File: src/rtl/core/clt_pkg.sv
`default_nettype none
package clt_pkg;

	// table geometry and register defaults
	localparam int DEF_MAX_SLOTS = 16;
	localparam int CAP_W = 5;
	localparam logic [CAP_W-1:0] CAP_RESET = 5'd16;

	// operation codes
	localparam logic [2:0] MODE_ADMIT   = 3'd0;
	localparam logic [2:0] MODE_CANCEL  = 3'd1;
	localparam logic [2:0] MODE_BEGIN   = 3'd2;
	localparam logic [2:0] MODE_REQUEUE = 3'd3;
	localparam logic [2:0] MODE_DISCARD = 3'd4;

	// result codes
	localparam logic [2:0] RC_OK        = 3'd0;
	localparam logic [2:0] RC_ALREADY   = 3'd1;
	localparam logic [2:0] RC_NOSPACE   = 3'd2;
	localparam logic [2:0] RC_NOTFOUND  = 3'd3;
	localparam logic [2:0] RC_BUSY      = 3'd4;
	localparam logic [2:0] RC_CANCELLED = 3'd5;

	// lifecycle codes of a slot
	localparam logic [1:0] SL_EMPTY       = 2'd0;
	localparam logic [1:0] SL_QUEUED      = 2'd1;
	localparam logic [1:0] SL_DISPATCHING = 2'd2;
	localparam logic [1:0] SL_CANCELLED   = 2'd3;

	// 120-bit command identity
	typedef struct packed {
		logic [7:0]  msg_kind;
		logic [7:0]  src_id;
		logic [7:0]  dst_id;
		logic [15:0] sess_num;
		logic [15:0] seq;
		logic [31:0] admit_num;
		logic [31:0] cmd_num;
	} ident_t;

endpackage
`default_nettype wire

File: src/rtl/core/command_lifecycle_table.sv
// command lifecycle table
// command channel: drive start with mode and the seven identity fields; the
// beat is taken at a clock edge where start is high and busy is low. busy
// stays high until the result beat is on the outputs.
// result channel: result_valid is high for exactly one cycle with status,
// dispatch_execute and remove_request; the receiver cannot stall it, and a
// new command may be started in that same cycle.
// config channel: cfg_data (capacity_in_use) is written when cfg_valid and
// cfg_ready are both high; cfg_ready is high whenever the block is idle.
// timing: slots are read one per cycle from the identity memory and the
// state memory; the scan stops at the first matching slot or after the
// last slot below the capacity (capped at the table size). an unknown mode
// or a zero capacity skips the scan and goes straight to the result. one
// command at a time; the next one can start in the result cycle.
// reset: all slots read as empty (occupancy flags cleared at once), capacity
// returns to 16; no clearing pass is needed.
`default_nettype none
module command_lifecycle_table
	import clt_pkg::*;
#(
	parameter int MAX_SLOTS = DEF_MAX_SLOTS
) (
	input  wire logic             clk,
	input  wire logic             arst_n,
	input  wire logic             start,
	output logic                  busy,
	input  wire logic [2:0]       mode,
	input  wire logic [7:0]       msg_kind,
	input  wire logic [7:0]       src_id,
	input  wire logic [7:0]       dst_id,
	input  wire logic [15:0]      sess_num,
	input  wire logic [15:0]      seq,
	input  wire logic [31:0]      admit_num,
	input  wire logic [31:0]      cmd_num,
	output logic                  result_valid,
	output logic [2:0]            status,
	output logic                  dispatch_execute,
	output logic                  remove_request,
	input  wire logic             cfg_valid,
	output logic                  cfg_ready,
	input  wire logic [CAP_W-1:0] cfg_data
);

	localparam int IDX_W = (MAX_SLOTS > 1) ? $clog2(MAX_SLOTS) : 1;
	localparam int CNT_W = $clog2(MAX_SLOTS + 1);
	localparam int LIM_W = (CNT_W > CAP_W) ? CNT_W : CAP_W;

	localparam logic [1:0] FSM_IDLE   = 2'd0;
	localparam logic [1:0] FSM_SCAN   = 2'd1;
	localparam logic [1:0] FSM_FINISH = 2'd2;

	logic [1:0]           fsm_q;
	logic [CAP_W-1:0]     cap_q;
	logic [CNT_W-1:0]     lim_q;
	logic [CNT_W-1:0]     issue_q;
	logic [2:0]           mode_q;
	ident_t               key_q;
	logic [MAX_SLOTS-1:0] occ_q;
	logic                 found_q;
	logic [IDX_W-1:0]     match_idx_q;
	logic [1:0]           match_st_q;
	logic                 have_empty_q;
	logic [IDX_W-1:0]     empty_idx_q;
	logic                 cmp_vld_s1;
	logic [IDX_W-1:0]     cmp_idx_s1;
	ident_t               id_rd_s1;
	logic [1:0]           st_rd_s1;
	ident_t               id_mem_q [MAX_SLOTS];
	logic [1:0]           st_mem_q [MAX_SLOTS];

	ident_t               key_in;
	logic [LIM_W-1:0]     cap_ext;
	logic [LIM_W-1:0]     lim_sat;
	logic [CNT_W-1:0]     lim_in;
	logic                 accept;
	logic                 issue_en;
	logic [IDX_W-1:0]     rd_idx;
	logic                 cmp_hit;
	logic                 cmp_last;
	logic                 scan_done;
	logic [2:0]           res_status;
	logic                 res_exec;
	logic                 res_remove;
	logic                 id_we;
	logic                 st_we;
	logic [1:0]           st_wdata;
	logic [IDX_W-1:0]     wr_idx;
	logic                 occ_set;
	logic                 occ_clr;

	// handshakes
	assign busy      = (fsm_q != FSM_IDLE);
	assign cfg_ready = !busy;
	assign accept    = start && !busy;

	// identity of the incoming beat
	always_comb begin
		key_in.msg_kind  = msg_kind;
		key_in.src_id    = src_id;
		key_in.dst_id    = dst_id;
		key_in.sess_num  = sess_num;
		key_in.seq       = seq;
		key_in.admit_num = admit_num;
		key_in.cmd_num   = cmd_num;
	end

	// effective capacity, saturated to the table size
	assign cap_ext = LIM_W'(cap_q);
	assign lim_sat = (cap_ext > LIM_W'(MAX_SLOTS)) ? LIM_W'(MAX_SLOTS) : cap_ext;
	assign lim_in  = lim_sat[CNT_W-1:0];

	// scan address and compare stage
	assign issue_en  = (fsm_q == FSM_SCAN) && (issue_q < lim_q);
	assign rd_idx    = issue_q[IDX_W-1:0];
	assign cmp_hit   = cmp_vld_s1 && occ_q[cmp_idx_s1] && (id_rd_s1 == key_q);
	assign cmp_last  = (CNT_W'(cmp_idx_s1) + CNT_W'(1)) == lim_q;
	assign scan_done = cmp_hit || (cmp_vld_s1 && cmp_last);

	// capacity register
	always_ff @(posedge clk or negedge arst_n) begin
		if (!arst_n) begin
			cap_q <= CAP_RESET;
		end else if (cfg_valid && cfg_ready) begin
			cap_q <= cfg_data;
		end
	end

	// command payload latched on accept
	always_ff @(posedge clk) begin
		if (accept) begin
			mode_q <= mode;
			key_q  <= key_in;
			lim_q  <= lim_in;
		end
	end

	// identity and state memories, one read and one write port each
	always_ff @(posedge clk) begin
		if (id_we) begin
			id_mem_q[wr_idx] <= key_q;
		end
		if (st_we) begin
			st_mem_q[wr_idx] <= st_wdata;
		end
		id_rd_s1 <= id_mem_q[rd_idx];
		st_rd_s1 <= st_mem_q[rd_idx];
	end

	// sequencer: scan slots (no scan for an unknown mode or zero capacity), then write back and report
	always_ff @(posedge clk or negedge arst_n) begin
		if (!arst_n) begin
			fsm_q        <= FSM_IDLE;
			issue_q      <= '0;
			cmp_vld_s1   <= 1'b0;
			cmp_idx_s1   <= '0;
			found_q      <= 1'b0;
			match_idx_q  <= '0;
			match_st_q   <= SL_EMPTY;
			have_empty_q <= 1'b0;
			empty_idx_q  <= '0;
		end else begin
			case (fsm_q)
				FSM_IDLE: begin
					if (accept) begin
						issue_q      <= '0;
						cmp_vld_s1   <= 1'b0;
						found_q      <= 1'b0;
						have_empty_q <= 1'b0;
						if ((mode > MODE_DISCARD) || (lim_in == '0)) begin
							fsm_q <= FSM_FINISH;
						end else begin
							fsm_q <= FSM_SCAN;
						end
					end
				end
				FSM_SCAN: begin
					if (issue_en) begin
						issue_q <= issue_q + CNT_W'(1);
					end
					cmp_vld_s1 <= issue_en && !scan_done;
					cmp_idx_s1 <= rd_idx;
					if (cmp_vld_s1 && !occ_q[cmp_idx_s1] && !have_empty_q) begin
						have_empty_q <= 1'b1;
						empty_idx_q  <= cmp_idx_s1;
					end
					if (cmp_hit) begin
						found_q     <= 1'b1;
						match_idx_q <= cmp_idx_s1;
						match_st_q  <= st_rd_s1;
					end
					if (scan_done) begin
						fsm_q <= FSM_FINISH;
					end
				end
				FSM_FINISH: begin
					fsm_q <= FSM_IDLE;
				end
				default: begin
					fsm_q <= FSM_IDLE;
				end
			endcase
		end
	end

	// operation decode on the found slot, or on the first empty slot for an admit
	always_comb begin
		res_status = RC_OK;
		res_exec   = 1'b0;
		res_remove = 1'b0;
		id_we      = 1'b0;
		st_we      = 1'b0;
		st_wdata   = SL_QUEUED;
		wr_idx     = match_idx_q;
		occ_set    = 1'b0;
		occ_clr    = 1'b0;
		case (mode_q)
			MODE_ADMIT: begin
				if (found_q) begin
					res_status = RC_ALREADY;
				end else if (have_empty_q) begin
					id_we   = 1'b1;
					st_we   = 1'b1;
					wr_idx  = empty_idx_q;
					occ_set = 1'b1;
				end else begin
					res_status = RC_NOSPACE;
				end
			end
			MODE_CANCEL: begin
				if (!found_q) begin
					res_status = RC_NOTFOUND;
				end else begin
					st_we      = 1'b1;
					st_wdata   = SL_CANCELLED;
					res_remove = 1'b1;
				end
			end
			MODE_BEGIN: begin
				if (!found_q) begin
					res_status = RC_NOTFOUND;
				end else if (match_st_q == SL_CANCELLED) begin
					occ_clr = 1'b1;
				end else if (match_st_q == SL_QUEUED) begin
					st_we    = 1'b1;
					st_wdata = SL_DISPATCHING;
					res_exec = 1'b1;
				end else begin
					res_status = RC_BUSY;
				end
			end
			MODE_REQUEUE: begin
				if (!found_q) begin
					res_status = RC_NOTFOUND;
				end else if (match_st_q == SL_CANCELLED) begin
					res_status = RC_CANCELLED;
				end else if (match_st_q == SL_DISPATCHING) begin
					st_we    = 1'b1;
					st_wdata = SL_QUEUED;
				end else begin
					res_status = RC_BUSY;
				end
			end
			MODE_DISCARD: begin
				if (!found_q) begin
					res_status = RC_NOTFOUND;
				end else begin
					occ_clr = 1'b1;
				end
			end
			default: begin
				res_status = RC_BUSY;
			end
		endcase
		if (fsm_q != FSM_FINISH) begin
			id_we   = 1'b0;
			st_we   = 1'b0;
			occ_set = 1'b0;
			occ_clr = 1'b0;
		end
	end

	// occupancy flags: a clear flag reads as an empty slot
	always_ff @(posedge clk or negedge arst_n) begin
		if (!arst_n) begin
			occ_q <= '0;
		end else if (occ_set) begin
			occ_q[wr_idx] <= 1'b1;
		end else if (occ_clr) begin
			occ_q[wr_idx] <= 1'b0;
		end
	end

	// result beat
	always_ff @(posedge clk or negedge arst_n) begin
		if (!arst_n) begin
			result_valid <= 1'b0;
		end else begin
			result_valid <= (fsm_q == FSM_FINISH);
		end
	end

	always_ff @(posedge clk) begin
		if (fsm_q == FSM_FINISH) begin
			status           <= res_status;
			dispatch_execute <= res_exec;
			remove_request   <= res_remove;
		end
	end

endmodule
`default_nettype wire

File: config.mk
export PLATFORM = sky130hd
export DESIGN_NAME = command_lifecycle_table
export DESIGN_NICKNAME = d
export VERILOG_FILES = /design/src/rtl/core/clt_pkg.sv /design/src/rtl/core/command_lifecycle_table.sv
export SDC_FILE = /design/constraint.sdc
export NUM_CORES = 2
export LEC_CHECK = 0
export BUFFER_PORTS_ARGS = -buffer_cell sky130_fd_sc_hd__buf_2
export CORE_UTILIZATION = 62
export CTS_CLUSTER_DIAMETER = 60
export CTS_CLUSTER_SIZE = 24
export DETAILED_ROUTE_END_ITERATION = 6
export MAX_ROUTING_LAYER = met4
export PLACE_DENSITY = 0.79
export SETUP_SLACK_MARGIN = 0.05
export SLEW_MARGIN = 20
export SYNTH_ARGS = -nofsm -noshare
export SYNTH_HDL_FRONTEND = slang
export SYNTH_SLANG_ARGS = --single-unit
export TNS_END_PERCENT = 1
File: constraint.sdc
create_clock -name clk -period 15.2 [get_ports clk]
set_input_delay 0 -clock clk [delete_from_list [all_inputs] [get_ports clk]]
set_output_delay 0 -clock clk [all_outputs]
set_load 0.02 [all_outputs]
==> results_tabular.tex <==
\begin{tabular}{lr}
\hline
Metric & Value \\
\hline
\multicolumn{2}{l}{\textbf{Outcome}} \\
\quad Result of the run & finished with violations \\
\quad Violations in the final reports & design-rule violations \\
\multicolumn{2}{l}{\textbf{Power}} \\
\quad Peak supply drop & approximately 0.00014 V \\
\quad Leakage power & between 20 and 30 nW \\
\quad Share of power burned in combinational logic & 0.175 \\
\quad Sw Pwr & approximately 0.0037 W \\
\quad PwrDens & between 150 and 200 nW/um2 \\
\quad Int Power & roughly 0.011 W \\
\quad Flop pwr share & 0.546 \\
\quad Switching fraction of total power & 0.262 \\
\quad Clock power share & 0.279 \\
\multicolumn{2}{l}{\textbf{Setup path}} \\
\quad Launch point of the critical path & mode\_q[1]\$\_DFFE\_PP\_ \\
\quad Worst reg-to-reg path cell count & 8 \\
\quad Critical Path End Type & flop \\
\quad Startpoint class of the critical path & flop \\
\quad Worst Setup Path Type & reg -> reg \\
\quad Reg-to-reg critical path endpoint & id\_mem\_q[3][30]\$\_DFFE\_PP\_ \\
\quad Critical path data arrival time & slightly below 6 ns \\
\quad Setup crit end & id\_mem\_q[3][30]\$\_DFFE\_PP\_ \\
\quad Data required time at the worst endpoint & between 15 and 20 ns \\
\quad Crit path max fanout & 52 \\
\quad R2r startpoint & mode\_q[1]\$\_DFFE\_PP\_ \\
\quad Worst R2R Setup Slack & slightly below 10 ns \\
\multicolumn{2}{l}{\textbf{Hold path}} \\
\quad Hold WC Path Type & in -> reg \\
\quad Cell depth of the worst hold path & 2 \\
\quad Source of the worst hold timing path & admit\_num[27] \\
\multicolumn{2}{l}{\textbf{Clock network}} \\
\quad Later-pin clock latency in the skew report & around 0.8 ns \\
\quad Buffer count from post-CTS setup fixing & 0 \\
\quad \# H-tree levels & 4 \\
\quad TritonCTS clock tree & built \\
\quad Clock Pin Slew Worst Setup and Hold Paths & roughly 0.090 ns \\
\quad Post-CTS sizing & 0 \\
\quad Cell at the root of the clock tree & clkbuf\_16 \\
\quad Clock sink total & roughly 2,300 \\
\quad Number of clock buffers inserted by TritonCTS & 132 \\
\quad Maximum clock insertion buffer count & 3 \\
\multicolumn{2}{l}{\textbf{Synth}} \\
\quad Post-synth top flop & edfxtp\_1 \\
\quad Cell variety after synth & a little under 60 \\
\quad Number of instances in the synthesized netlist & approximately 3,500 \\
\quad Largest area contributor in the netlist & edfxtp\_1 \\
\quad Async S/R FF share, synth & 0.0204 \\
\quad Mean instance size in the synthesized netlist & $\sim$24 um2 \\
\quad Post-Syn Nets & approximately 3,600 \\
\quad EDFF count, synth & 2,085 \\
\quad Yosys top cell area share & 0.747 \\
\quad Sequential element share of the synthesized area & 0.790 \\
\quad Synth top area cells & edfxtp\_1, mux4\_2, dfxtp\_1 \\
\quad Post-Synthesis Cell Area & 83,800 um2 \\
\quad Yosys warning count & 0 \\
\quad Synth Register Bits & $\sim$2,300 \\
\multicolumn{2}{l}{\textbf{Die}} \\
\quad Die Outline Area & around 140,000 um2 \\
\quad Die Wd & about 370 um \\
\quad Effective utilization at floorplan & 0.626 \\
\quad I/O pin count & 140 \\
\quad Row count & approximately 130 \\
\quad Die H & around 370 um \\
\quad Core region area & around 130,000 um2 \\
\multicolumn{2}{l}{\textbf{GRT}} \\
\quad Global-route usage over all layers & 0.300 \\
\quad Global-route wire length before repair & about 280,000 um \\
\quad Remaining global-route overflow & 0 \\
\quad Number of global-route vias before repair & between 30,000 and 40,000 \\
\quad Pin count of the biggest net entering global routing & between 150 and 200 \\
\quad Number of antenna violations at the first check in global routing & 8 \\
\multicolumn{2}{l}{\textbf{STA}} \\
\quad Setup repair after global routing missed its margin & no \\
\quad Setup total negative slack & 0 ns \\
\quad Max Transition Viols Final & 0 \\
\quad Final setup violating endpoints & 0 \\
\quad Period utilisation layout & 0.363 \\
\quad Worst slew margin & 0.203 \\
\quad Hold Vio Cnt, Final & 0 \\
\quad Fmax achieved & roughly 0.18 GHz \\
\quad Transition time at the pin with the least slew margin & around 1.2 ns \\
\quad Hold\_ws & around 0.042 ns \\
\quad Maximum clock skew at final layout & 0.0369 ns \\
\quad Final critical path time including I/O delays and setup & 5.52 ns \\
\multicolumn{2}{l}{\textbf{Placement}} \\
\quad Placer Congestion & $\sim$0.87 \\
\quad HPWL after DPL & about 94,000 um \\
\quad Port bufs & approximately 140 \\
\multicolumn{2}{l}{\textbf{Routing}} \\
\quad Initial drt markers & 4,954 \\
\quad Count of nets left with antenna violations after detail routing & 0 \\
\quad WL per Instance & $\sim$33 um \\
\quad Avg Vias per Cell & about 6.7 \\
\quad DRC violations left & 16 \\
\quad Via count & between 30,000 and 40,000 \\
\quad First-pass DRT Iterations & 7 \\
\quad Post-Route WL & between 150,000 and 200,000 um \\
\multicolumn{2}{l}{\textbf{Layout}} \\
\quad \# nets final & roughly 4,000 \\
\quad Number of fillers in the final layout & between 7,000 and 8,000 \\
\quad Area delta synth->final & 12.0\% \\
\quad Layout cell share with drive strength beyond 1 & 0.265 \\
\multicolumn{2}{l}{\textbf{Job}} \\
\quad Count of maximum capacitance violations & 0 \\
\hline
\end{tabular}
-- metal layers --
layer  part of all wire  global-route usage
met1               0.36               0.398
met2               0.51               0.481
met3               0.10              0.0508
met4              0.035               0.103
met5                  0                   -
-- Yosys cell counts (all sizes together) (6+ instances only) --
cell type,instances
edfxtp,2085
mux4,614
dfxtp,122
clkbuf,92
buf,62
nand2,51
inv,49
xor2,49
nor2b,46
dfrtp,45
nor2,35
nand2b,33
o21ai,33
nor4,20
mux2,17
xnor2,17
nor3,14
a2111o,13
o22ai,11
nand3,10
nand4,10
o2111ai,7
o31ai,7
ha,6
-- power by group through the flow --
stage / sequential [W] / combinational, W / clock (W)
2_1_floorplan: 0.00765 / 0.00189 / 0
3_3_place_gp: 0.00788 / 0.00239 / 0
3_5_place_dp: 0.00790 / 0.00243 / 0
4_1_cts: 0.00777 / 0.00253 / 0.00400
5_1_grt: 0.00783 / 0.00264 / 0.00421
6_report: 0.00777 / 0.00249 / 0.00397
-- worst min-delay path by stage --
stage	end	slack, ns
4_1_cts	key_q[71]$_DFFE_PP_	0.007
3_5_place_dp	cap_ext[1]$_DFFE_PN0P_	0.14
3_3_place_gp	cap_ext[1]$_DFFE_PN0P_	0.13
2_1_floorplan	asynchronous set/reset pin	-0.30
5_1_grt	key_q[29]$_DFFE_PP_	0.03
6_report	key_q[59]$_DFFE_PP_	0.04
-- cells in the final DEF (no fill, tap or decap), types with 32 or more instances in the layout --
cell	Yosys	routed
xor2_1	49	49
inv_1	49	48
mux4_2	614	614
buf_2	54	139
nand2b_1	33	33
nor2b_1	44	44
dfrtp_1	45	41
dlygate4sd3_1	0	257
clkbuf_16	0	138
nand2_1	51	51
buf_4	0	51
dfxtp_1	122	122
o21ai_0	32	32
edfxtp_1	2085	2085
-- registers in the layout (all words and copies together), names as in the netlist, 2 cells and up, named ones only --
name,count
cap_ext,5
cmp_idx_s1,4
empty_idx_q,4
fsm_q,2
id_mem_q,1920
id_rd_s1,120
issue_q,5
key_q,120
lim_q,5
match_idx_q,4
match_st_q,2
mode_q,3
st_mem_q,32
st_rd_s1,2
status,3
-- area by class of cell --
class                   instances  area (um2)  share of cell area
clock buffers                 171        3650              0.0389
diodes                         11        27.5            0.000293
clock inverters                68         821             0.00874
repair buffers                458        3880              0.0413
flip-flops and latches       2253       66200               0.706
well taps                    1768        2210              0.0236
multi-input cells            1046       16900               0.180
inverters                      49         189             0.00201
-- worst max-delay path, stage by stage, from the launching register on --
cell,delay (ns)
edfxtp_1,0.52
nor3_1,0.31
nand3b_1,0.64
o21ai_0,0.74
nand2_1,0.35
nor2_4,0.18
buf_4,0.53
buf_4,1.00
buf_4,0.80
-- stage by stage --
| stage | worst slack [ns] | total power (W) | util | std cells | instance area [um2] |
|---|---|---|---|---|---|
| final | 9.68 | 0.0142 | 0.702 | 5824 | 93900 |
| after CTS | 9.82 | 0.0143 | 0.701 | 5811 | 93800 |
| after floorplan | 1.66 | 0.00954 | - | 3502 | 83800 |
| after detailed placement | 9.89 | 0.0103 | 0.648 | 5316 | 86800 |
| after global placement | 9.92 | 0.0103 | 0.648 | 5316 | 86800 |
| after global routing | 9.47 | 0.0147 | 0.701 | 5820 | 93800 |
-- cell families (layout without fill, tap and decap cells) --
logic type	count (synthesis)	in the layout	share of synthesized area
flops	2253	2253	0.790
mux	632	632	0.167
simple gates	234	234	0.0151
buf+inv	203	746	0.00990
compound gates	108	108	0.00941
xor+xnor	66	66	0.00690
fa+ha+maj	6	6	0.000896
other cells	0	11	0
-- timing repair --
item | in CTS | in global routing
endpoints found under the setup margin | 0 | 0
hold buffers | 256 | 1
hold endpoints to repair | 179 | 1
Note: power is estimated with default switching activity, not from simulation.
